==> config.mk <==
export PLATFORM = sky130hd
export DESIGN_NAME = text_line_formatter_top_flat
export DESIGN_NICKNAME = d
export VERILOG_FILES = /design/src/rtl/tlf_pkg.sv /design/src/rtl/tlf_channels.sv /design/src/rtl/tlf_char_expand.sv /design/src/rtl/tlf_line_counter.sv /design/src/rtl/tlf_run_buffer.sv /design/src/rtl/text_line_formatter_top.sv /design/src/flat_wrapper.sv
export SDC_FILE = /design/constraint.sdc
export NUM_CORES = 1
export LEC_CHECK = 0
export BUFFER_PORTS_ARGS = -buffer_cell sky130_fd_sc_hd__buf_2
export CAP_MARGIN = 25
export CORE_MARGIN = 3
export CORE_UTILIZATION = 30
export DETAILED_ROUTE_END_ITERATION = 10
export HOLD_SLACK_MARGIN = 0.1
export PLACE_DENSITY = 0.55
export SLEW_MARGIN = 30
export SYNTH_ARGS = -nofsm -noshare
export SYNTH_HDL_FRONTEND = slang
export SYNTH_SLANG_ARGS = --single-unit
==> constraint.sdc <==
create_clock -name clock -period 7.23 [get_ports clock]
set_input_delay 1.0845 -clock clock [delete_from_list [all_inputs] [get_ports clock]]
set_output_delay 1.0845 -clock clock [all_outputs]
set_load 0.05 [all_outputs]
==> src/rtl/tlf_pkg.sv <==
// shared constants, types and codes of the text line formatter
`timescale 1ns / 1ps

package tlf_pkg;

   localparam int DIGITS      = 8;
   localparam int MIN_WIDTH   = 6;
   localparam int CHAR_MAX    = 4;
   localparam int MAX_RUN     = DIGITS + 5;
   localparam int RUN_CNT_W   = $clog2(MAX_RUN + 1);
   localparam int NUM_LEN_W   = $clog2(DIGITS + 1);
   localparam int CHAR_LEN_W  = $clog2(CHAR_MAX + 1);
   localparam int CSR_IDX_W   = 3;
   localparam int CSR_DATA_W  = 1;

   localparam logic [7:0] CHR_TAB    = 8'h09;
   localparam logic [7:0] CHR_NL     = 8'h0A;
   localparam logic [7:0] CHR_SPACE  = 8'h20;
   localparam logic [7:0] CHR_DOLLAR = 8'h24;
   localparam logic [7:0] CHR_DASH   = 8'h2D;
   localparam logic [7:0] CHR_ZERO   = 8'h30;
   localparam logic [7:0] CHR_QUEST  = 8'h3F;
   localparam logic [7:0] CHR_UPPER_I = 8'h49;
   localparam logic [7:0] CHR_UPPER_M = 8'h4D;
   localparam logic [7:0] CHR_CARET  = 8'h5E;
   localparam logic [7:0] CHR_DEL    = 8'd127;
   localparam logic [7:0] LOW7_MASK  = 8'b0111_1111;
   localparam logic [7:0] CTRL_LIMIT = 8'd31;
   localparam logic [7:0] CARET_OFFSET = 8'd64;

   typedef enum logic [CSR_IDX_W-1:0] {
      CSR_NUMBER_ALL       = 3'd0,
      CSR_NUMBER_NONBLANK  = 3'd1,
      CSR_SQUEEZE_BLANK    = 3'd2,
      CSR_SHOW_ENDS        = 3'd3,
      CSR_SHOW_TABS        = 3'd4,
      CSR_SHOW_NONPRINTING = 3'd5
   } csr_index_type;

   typedef struct packed {
      logic number_all;
      logic number_nonblank;
      logic squeeze_blank;
      logic show_ends;
      logic show_tabs;
      logic show_nonprinting;
   } cfg_type;

   typedef logic [DIGITS-1:0][3:0] bcd_type;

   typedef struct packed {
      logic load;
      logic clear;
      logic step;
   } count_ctl_type;

   typedef struct packed {
      logic [CHAR_MAX-1:0][7:0] bytes;
      logic [CHAR_LEN_W-1:0]    len;
   } char_run_type;

   typedef struct packed {
      logic [MAX_RUN-1:0][7:0] bytes;
      logic [RUN_CNT_W-1:0]    len;
   } run_type;

endpackage

==> src/rtl/tlf_channels.sv <==
// valid/ready channel interfaces for input bytes and formatted output bytes
`timescale 1ns / 1ps

interface tlf_req_if;
   logic       valid;
   logic       ready;
   logic [7:0] data_byte;
   logic       first_of_file;

   modport source (output valid, output data_byte, output first_of_file, input ready);
   modport sink   (input valid, input data_byte, input first_of_file, output ready);
endinterface

interface tlf_rsp_if;
   logic       valid;
   logic       ready;
   logic [7:0] out_byte;
   logic       last_of_run;

   modport source (output valid, output out_byte, output last_of_run, input ready);
   modport sink   (input valid, input out_byte, input last_of_run, output ready);
endinterface

==> src/rtl/tlf_char_expand.sv <==
// expansion of one text byte into its visible form
`timescale 1ns / 1ps

module tlf_char_expand import tlf_pkg::*; (
   input  logic [7:0]   data_byte,
   input  cfg_type      cfg,
   output char_run_type char_run
);

   logic [7:0] low7;
   logic [7:0] caret_char;
   logic       printable;
   logic       is_nl;
   logic       is_tab;

   assign low7       = data_byte & LOW7_MASK;
   assign printable  = (low7 > CTRL_LIMIT) && (low7 < CHR_DEL);
   assign caret_char = (low7 == CHR_DEL) ? CHR_QUEST : (low7 + CARET_OFFSET);
   assign is_nl      = (data_byte == CHR_NL);
   assign is_tab     = (data_byte == CHR_TAB);

   always_comb begin
      char_run          = '0;
      char_run.bytes[0] = data_byte;
      char_run.len      = CHAR_LEN_W'(1);
      priority if (is_nl && cfg.show_ends) begin
         char_run.bytes[0] = CHR_DOLLAR;
         char_run.bytes[1] = CHR_NL;
         char_run.len      = CHAR_LEN_W'(2);
      end else if (is_tab && cfg.show_tabs) begin
         char_run.bytes[0] = CHR_CARET;
         char_run.bytes[1] = CHR_UPPER_I;
         char_run.len      = CHAR_LEN_W'(2);
      end else if (cfg.show_nonprinting && !is_nl && !is_tab) begin
         if (data_byte[7]) begin
            char_run.bytes[0] = CHR_UPPER_M;
            char_run.bytes[1] = CHR_DASH;
            if (printable) begin
               char_run.bytes[2] = low7;
               char_run.len      = CHAR_LEN_W'(3);
            end else begin
               char_run.bytes[2] = CHR_CARET;
               char_run.bytes[3] = caret_char;
               char_run.len      = CHAR_LEN_W'(4);
            end
         end else if (printable) begin
            char_run.bytes[0] = low7;
            char_run.len      = CHAR_LEN_W'(1);
         end else begin
            char_run.bytes[0] = CHR_CARET;
            char_run.bytes[1] = caret_char;
            char_run.len      = CHAR_LEN_W'(2);
         end
      end else begin
         char_run.bytes[0] = data_byte;
         char_run.len      = CHAR_LEN_W'(1);
      end
   end

endmodule

==> src/rtl/tlf_line_counter.sv <==
// saturating bcd line counter and right-aligned line number field
`timescale 1ns / 1ps

module tlf_line_counter import tlf_pkg::*; (
   input  logic                    clock,
   input  logic                    reset,
   input  count_ctl_type           ctl,
   output logic [DIGITS-1:0][7:0]  num_bytes,
   output logic [NUM_LEN_W-1:0]    num_len
);

   bcd_type                   count_ff;
   bcd_type                   count_in;
   bcd_type                   count_base;
   bcd_type                   count_stepped;
   logic                      full;
   logic                      carry;
   logic [NUM_LEN_W-1:0]      sig;
   logic [NUM_LEN_W-1:0]      pad;
   logic [NUM_LEN_W-1:0]      shift;
   logic [4*DIGITS-1:0]       aligned;

   assign count_base = ctl.clear ? '0 : count_ff;

   // ripple the carry through the digits, hold at all nines
   always_comb begin
      full          = 1'b1;
      carry         = 1'b1;
      count_stepped = count_base;
      for (int i = 0; i < DIGITS; i++) begin
         if (count_base[i] != 4'd9) full = 1'b0;
      end
      for (int i = 0; i < DIGITS; i++) begin
         if (carry) begin
            if (count_base[i] >= 4'd9) begin
               count_stepped[i] = 4'd0;
            end else begin
               count_stepped[i] = count_base[i] + 4'd1;
               carry            = 1'b0;
            end
         end
      end
      if (full) count_stepped = count_base;
   end

   always_comb begin
      count_in = count_ff;
      if (ctl.load) count_in = ctl.step ? count_stepped : count_base;
   end

   always_ff @(posedge clock) begin
      if (reset) begin
         count_ff <= '0;
      end else begin
         count_ff <= count_in;
      end
   end

   // significant digits, at least one
   always_comb begin
      sig = NUM_LEN_W'(1);
      for (int i = 0; i < DIGITS; i++) begin
         if (count_stepped[i] != 4'd0) sig = NUM_LEN_W'(i + 1);
      end
   end

   assign num_len = (sig < NUM_LEN_W'(MIN_WIDTH)) ? NUM_LEN_W'(MIN_WIDTH) : sig;
   assign pad     = num_len - sig;
   assign shift   = NUM_LEN_W'(DIGITS) - num_len;
   assign aligned = count_stepped << {shift, 2'b00};

   always_comb begin
      for (int p = 0; p < DIGITS; p++) begin
         if (NUM_LEN_W'(p) >= num_len) begin
            num_bytes[p] = 8'h00;
         end else if (NUM_LEN_W'(p) < pad) begin
            num_bytes[p] = CHR_SPACE;
         end else begin
            num_bytes[p] = CHR_ZERO + {4'd0, aligned[4*(DIGITS-1-p) +: 4]};
         end
      end
   end

endmodule

==> src/rtl/tlf_run_buffer.sv <==
// result register holding one formatted run, drained a byte per transaction
`timescale 1ns / 1ps

module tlf_run_buffer import tlf_pkg::*; (
   input  logic            clock,
   input  logic            reset,
   input  logic            load,
   input  run_type         run,
   output logic            free,
   tlf_rsp_if.source       rsp
);

   logic                    valid_ff;
   logic                    valid_in;
   logic [MAX_RUN-1:0][7:0] bytes_ff;
   logic [MAX_RUN-1:0][7:0] bytes_in;
   logic [RUN_CNT_W-1:0]    remain_ff;
   logic [RUN_CNT_W-1:0]    remain_in;
   logic                    last;

   assign last = (remain_ff == RUN_CNT_W'(1));
   assign free = !valid_ff || (rsp.ready && last);

   always_comb begin
      valid_in  = valid_ff;
      bytes_in  = bytes_ff;
      remain_in = remain_ff;
      if (valid_ff && rsp.ready) begin
         if (last) begin
            valid_in = 1'b0;
         end else begin
            bytes_in  = bytes_ff >> 8;
            remain_in = remain_ff - RUN_CNT_W'(1);
         end
      end
      if (load) begin
         valid_in  = 1'b1;
         bytes_in  = run.bytes;
         remain_in = run.len;
      end
   end

   always_ff @(posedge clock) begin
      if (reset) begin
         valid_ff  <= 1'b0;
         remain_ff <= '0;
      end else begin
         valid_ff  <= valid_in;
         remain_ff <= remain_in;
      end
   end

   always_ff @(posedge clock) begin
      bytes_ff <= bytes_in;
   end

   assign rsp.valid       = valid_ff;
   assign rsp.out_byte    = bytes_ff[0];
   assign rsp.last_of_run = last;

endmodule

==> src/rtl/text_line_formatter_top.sv <==
// top level of the text line formatter: line numbering and visible control bytes
// the first byte of a run shows on rsp in the cycle after its req transaction
// a run drains one byte per rsp transaction; the next
//    req transaction is taken in the cycle the last byte is taken, so 1 byte/cycle max
// reset: synchronous, clears settings, counter and marks; run buffer empties
`timescale 1ns / 1ps

module text_line_formatter_top import tlf_pkg::*; (
   input  logic                  clock,
   input  logic                  reset,
   tlf_req_if.sink               req_ch,
   tlf_rsp_if.source             rsp_ch,
   input  logic                  csr_write_enable,
   input  logic [CSR_IDX_W-1:0]  csr_index,
   input  logic [CSR_DATA_W-1:0] csr_write_data
);

   // settings registers
   cfg_type cfg_ff;
   cfg_type cfg_in;

   // line state marks
   logic at_start_ff;
   logic at_start_in;
   logic prev_blank_ff;
   logic prev_blank_in;

   logic                     accept;
   logic                     buf_free;
   logic                     start_eff;
   logic                     prev_eff;
   logic                     blank;
   logic                     squeezed;
   logic                     numbered;
   count_ctl_type            count_ctl;
   logic [DIGITS-1:0][7:0]   num_bytes;
   logic [NUM_LEN_W-1:0]     num_len;
   char_run_type             char_run;
   run_type                  run;
   logic [MAX_RUN*8-1:0]     tail_flat;

   // settings write, unknown indexes are dropped
   always_comb begin
      cfg_in = cfg_ff;
      if (csr_write_enable) begin
         unique case (csr_index)
            CSR_NUMBER_ALL:       cfg_in.number_all       = csr_write_data[0];
            CSR_NUMBER_NONBLANK:  cfg_in.number_nonblank  = csr_write_data[0];
            CSR_SQUEEZE_BLANK:    cfg_in.squeeze_blank    = csr_write_data[0];
            CSR_SHOW_ENDS:        cfg_in.show_ends        = csr_write_data[0];
            CSR_SHOW_TABS:        cfg_in.show_tabs        = csr_write_data[0];
            CSR_SHOW_NONPRINTING: cfg_in.show_nonprinting = csr_write_data[0];
            default:              cfg_in = cfg_ff;
         endcase
      end
   end

   // input handshake: take a byte whenever the run buffer frees up this cycle
   assign req_ch.ready = buf_free;
   assign accept       = req_ch.valid && buf_free;

   // a first-of-file byte sees a fresh line start and a cleared blank mark
   assign start_eff = req_ch.first_of_file || at_start_ff;
   assign prev_eff  = !req_ch.first_of_file && prev_blank_ff;
   assign blank     = (req_ch.data_byte == CHR_NL);

   // repeated blank line under squeeze: no output, marks stay as they are
   assign squeezed = start_eff && cfg_ff.squeeze_blank && blank && prev_eff;

   // nonblank mode wins over number-all
   assign numbered = start_eff && !squeezed &&
                     (cfg_ff.number_nonblank ? !blank : cfg_ff.number_all);

   always_comb begin
      at_start_in   = at_start_ff;
      prev_blank_in = prev_blank_ff;
      if (accept) begin
         if (squeezed) begin
            at_start_in   = 1'b1;
            prev_blank_in = 1'b1;
         end else begin
            at_start_in   = blank;
            prev_blank_in = start_eff ? blank : prev_eff;
         end
      end
   end

   always_ff @(posedge clock) begin
      if (reset) begin
         cfg_ff        <= '0;
         at_start_ff   <= 1'b1;
         prev_blank_ff <= 1'b0;
      end else begin
         cfg_ff        <= cfg_in;
         at_start_ff   <= at_start_in;
         prev_blank_ff <= prev_blank_in;
      end
   end

   assign count_ctl.load  = accept;
   assign count_ctl.clear = req_ch.first_of_file;
   assign count_ctl.step  = numbered;

   tlf_line_counter u_line_counter (
      .clock     (clock),
      .reset     (reset),
      .ctl       (count_ctl),
      .num_bytes (num_bytes),
      .num_len   (num_len)
   );

   tlf_char_expand u_char_expand (
      .data_byte (req_ch.data_byte),
      .cfg       (cfg_ff),
      .char_run  (char_run)
   );

   // run layout: number field, tab, then the expanded byte; without a number
   // the expanded byte starts the run
   assign tail_flat = (MAX_RUN*8)'({char_run.bytes, CHR_TAB});

   always_comb begin
      if (numbered) begin
         run.bytes = (MAX_RUN*8)'(num_bytes) | (tail_flat << {num_len, 3'b000});
         run.len   = RUN_CNT_W'(num_len) + RUN_CNT_W'(1) + RUN_CNT_W'(char_run.len);
      end else begin
         run.bytes = (MAX_RUN*8)'(char_run.bytes);
         run.len   = RUN_CNT_W'(char_run.len);
      end
   end

   // result register and byte-wise drain toward the rsp channel
   tlf_run_buffer u_run_buffer (
      .clock (clock),
      .reset (reset),
      .load  (accept && !squeezed),
      .run   (run),
      .free  (buf_free),
      .rsp   (rsp_ch)
   );

endmodule

==> src/flat_wrapper.sv <==
// flat-port wrapper written by rule: the top's interface ports become plain ports
module text_line_formatter_top_flat import tlf_pkg::*;
  (clock, reset, csr_write_enable, csr_index, csr_write_data, req_ch_valid, req_ch_data_byte, req_ch_first_of_file, req_ch_ready, rsp_ch_valid, rsp_ch_out_byte, rsp_ch_last_of_run, rsp_ch_ready);
  tlf_req_if req_ch_i ();
  tlf_rsp_if rsp_ch_i ();
  input  logic clock;
  input  logic reset;
  input  logic csr_write_enable;
  input  logic [CSR_IDX_W-1:0] csr_index;
  input  logic [CSR_DATA_W-1:0] csr_write_data;
  input wire logic [$bits(req_ch_i.valid)-1:0] req_ch_valid;
  input wire logic [$bits(req_ch_i.data_byte)-1:0] req_ch_data_byte;
  input wire logic [$bits(req_ch_i.first_of_file)-1:0] req_ch_first_of_file;
  output wire logic [$bits(req_ch_i.ready)-1:0] req_ch_ready;
  output wire logic [$bits(rsp_ch_i.valid)-1:0] rsp_ch_valid;
  output wire logic [$bits(rsp_ch_i.out_byte)-1:0] rsp_ch_out_byte;
  output wire logic [$bits(rsp_ch_i.last_of_run)-1:0] rsp_ch_last_of_run;
  input wire logic [$bits(rsp_ch_i.ready)-1:0] rsp_ch_ready;
  assign req_ch_i.valid = req_ch_valid;
  assign req_ch_i.data_byte = req_ch_data_byte;
  assign req_ch_i.first_of_file = req_ch_first_of_file;
  assign req_ch_ready = req_ch_i.ready;
  assign rsp_ch_valid = rsp_ch_i.valid;
  assign rsp_ch_out_byte = rsp_ch_i.out_byte;
  assign rsp_ch_last_of_run = rsp_ch_i.last_of_run;
  assign rsp_ch_i.ready = rsp_ch_ready;
  text_line_formatter_top u_core (.clock(clock), .reset(reset), .req_ch(req_ch_i), .rsp_ch(rsp_ch_i), .csr_write_enable(csr_write_enable), .csr_index(csr_index), .csr_write_data(csr_write_data));
endmodule
==> flow_metrics.env <==
export IMPL_p_per_area_mw_per_mm2=203
export IMPL_area_growth_pct=10.8
export IMPL_path_cells="buf_2 -> inv_2 -> nand2_1 -> inv_1 -> ha_1 -> nor2_1 -> a21o_1 -> nor4_1 -> nand2_1 -> o22ai_1 -> and4_1 -> buf_4 -> nand2_2 -> ha_1 -> buf_4 -> mux4_2 -> inv_1 -> o21ai_0"
export IMPL_min_path_type="reg2reg"
export IMPL_synth_seq_cells=149
export IMPL_synth_simple_gate_area_frac=0.205
export IMPL_worstSetupEndpointType="flop"
export IMPL_h_tree_depth=4
export IMPL_grt_pass1_vias=7891
export IMPL_p_switching_mw=0.603
export IMPL_drv_cap=0
export IMPL_p_comb_frac=0.107
export IMPL_synth_xor_area_frac=0.00818
export IMPL_synth_area_mm2=0.00964
export IMPL_grt_max_degree=73
export IMPL_yosys_mux_area_fraction=0.0526
export IMPL_initial_core_util=0.305
export IMPL_max_stage_delay_ps=790
export IMPL_cts_setup_buffers=0
export IMPL_yosysWarnings=0
export IMPL_seqPwrFrac=0.478
export IMPL_hold_viol=0
export IMPL_critical_path_max_fanout=21
export IMPL_dpl_hpwl_mm=21.5
export IMPL_antenna_found_initial=0
export IMPL_drc=0
export IMPL_ys_top_cells_by_count="nand2_1 (120), nor2_1 (120), edfxtp_1 (104)"
export IMPL_fin_util=0.338
export IMPL_synth_top_family_by_area="compound AO/OA/AOI/OAI gates"
export IMPL_dieWidth_um=185
export IMPL_leakage_nw=3.87
export IMPL_internal_power_mw=1.57
export IMPL_die_y_um=185
export IMPL_skew_ps=10.7
export IMPL_finalSetupViolations=0
export IMPL_cts_sinks=149
export IMPL_min_period_ps=5980
export IMPL_cts_root_buf="clkbuf_16"
export IMPL_dieArea_mm2=0.0343
export IMPL_fin_crit_sh=0.827
export IMPL_detail_route_antenna_nets=0
export IMPL_drt_iter0_markers=729
export IMPL_path_class="in2reg"
export IMPL_pin_count=29
export IMPL_via_per_inst=5.66
export IMPL_clock_latency_ps=440
export IMPL_rsz0062_at_grt="false"
export IMPL_synth_compound_area_share=0.216
export IMPL_worstPathRequired_ps=7410
export IMPL_synth_top_flop_cell="edfxtp_1"
export IMPL_slew_violations=0
export IMPL_syn_nets=1125
export IMPL_async_reset_ff_frac=0
export IMPL_cts_buffers=17
export IMPL_synthAdderAreaFrac=0.0496
export IMPL_clk_pin_slew_worst_paths_ps=70
export IMPL_ys_seq_area_frac=0.417
export IMPL_synth_top_area_cell="edfxtp_1"
export IMPL_drt_wl_total_mm=30.1
export IMPL_synthCells=1070
export IMPL_status="finished clean"
export IMPL_synth_edff_count=104
export IMPL_placement_io_buffers=28
export IMPL_diodes=0
export IMPL_wire_per_inst_um=20.5
export IMPL_dp_cells=1437
export IMPL_clk_path_buf_depth=2
export IMPL_tightest_slew_ps=937
export IMPL_hold_buffers=0
export IMPL_cts_resized=0
export IMPL_vias=8316
export IMPL_power_frac_clock=0.415
export IMPL_crit_arrival_ps=6160
export IMPL_finalSetupTns_ps=0
export IMPL_fmax_mhz=167
export IMPL_core_mm2=0.0316
export IMPL_swShare=0.277
export IMPL_nets=1109
export IMPL_final_cells=1469
export IMPL_routabilityCongestion=0.903
export IMPL_syn_avg_cell_area_um2=9.01
export IMPL_core_rowCount=65
export IMPL_slew_headroom=0.375
export IMPL_cp_slowest_cell="ha_1"
export IMPL_vdd_drop_max_mv=0.168
export IMPL_drtPass1Iterations=5
export IMPL_yosysTopAreaCellShare=0.324
export IMPL_yosys_top_cells_area="edfxtp_1 (32%), dfxtp_1 (9.3%), nand2_1 (4.7%), nor2_1 (4.7%), ha_1 (4.5%)"
export IMPL_yosysUniqueCellTypes=82
export IMPL_total_power_mw=2.17
export IMPL_grt_pass1_wl_mm=47.0
export IMPL_track_usage=0.177
export IMPL_cts_tree="built"
export IMPL_worstSetupStartpointType="input pin"
export IMPL_gr_total_overflow=0
export IMPL_drive_above_1_share=0.119
==> worst max-delay path, delay by kind of cell <==
kind	cells	cell delay, ps
AOI/OAI and AO/OA	3	630
adders and majority gates	2	1010
buffers and inverters	6	1410
muxes	1	340
and+or+nand+nor	6	1640
==> flip-flops by register name, indices dropped and copies added (netlist names) <==
name,cells
u_core.u_run_buffer.bytes_ff,96
u_core.u_run_buffer.rsp.out_byte,8
u_core.cfg_ff,6
u_core.u_run_buffer.remain_ff,4
u_core.u_run_buffer.rsp.valid,1
u_core.prev_blank_ff,1
u_core.at_start_ff,1
u_core.u_line_counter.count_ff,32
==> per-stage QoR <==
step	hold WS [ps]	setup WS, ps	area [um2]
final	506	1250	10700
after CTS	509	1360	10700
after global routing	535	836	10700
after floorplan	452	1330	9640
after detailed placement	490	905	10100
after global placement	471	1060	10100
==> placed cells by master, fill, tap and decap left out, types with 25 or more instances in the layout <==
master,n
nand2_1,119
nor2_1,118
edfxtp_1,104
o21ai_0,71
a21oi_1,63
dfxtp_1,45
a22oi_1,39
ha_1,35
inv_1,34
nand3_1,30
buf_2,28
nor3_1,25
==> cells by family (layout without fill, tap and decap cells) <==
kind of cell             count (synthesis)  count (layout)
XOR/XNOR                                 9               9
AO/OA/AOI/OAI                          311             311
flip-flops                             149             149
adder cells (fa/ha/maj)                 37              37
AND/OR/NAND/NOR                        407             407
buffers and inverters                  116             113
multiplexers                            40              40
other                                    1               1
==> area by class of cell <==
type	instances	area, um2
Multi-Input combinational cell	805	5160
Sequential cell	149	4020
Inverter	37	139
Fill cell	3212	21000
Tap cell	402	503
Clock buffer	17	425
Timing Repair Buffer	44	260
Clock inverter	15	170
==> layer usage <==
| layer | part of all wire | vias up | GRT usage |
|---|---|---|---|
| li1 | - | 3933 | - |
| met1 | 0.45 | 4037 | 0.242 |
| met2 | 0.46 | 294 | 0.277 |
| met3 | 0.060 | 52 | 0.0342 |
| met4 | 0.030 | 0 | 0.0657 |
| met5 | 0 | - | 0 |
==> power groups by stage <==
stage / Sequential (mW) / Combinational [mW] / Clock (mW)
final: 1.04 / 0.231 / 0.901
after global routing: 1.05 / 0.255 / 0.949
after CTS: 1.04 / 0.233 / 0.915
after detailed placement: 1.06 / 0.233 / 0
after global placement: 1.06 / 0.231 / 0
after floorplan: 1.06 / 0.171 / 0
==> worst paths after layout <==
path	startpoint	end	slack, ps	depth (start not counted)
max	req_ch_first_of_file	u_core.u_run_buffer.bytes_ff[8]	1250	18
min	u_core.u_line_counter.count_ff[9]	u_core.u_line_counter.count_ff[9]	510	2
max reg2reg	u_core.u_line_counter.count_ff[0]	u_core.u_run_buffer.bytes_ff[8]	2050	14
min reg2reg	u_core.u_line_counter.count_ff[9]	u_core.u_line_counter.count_ff[9]	510	2
No activity file was read; power rests on OpenSTA's default activity.
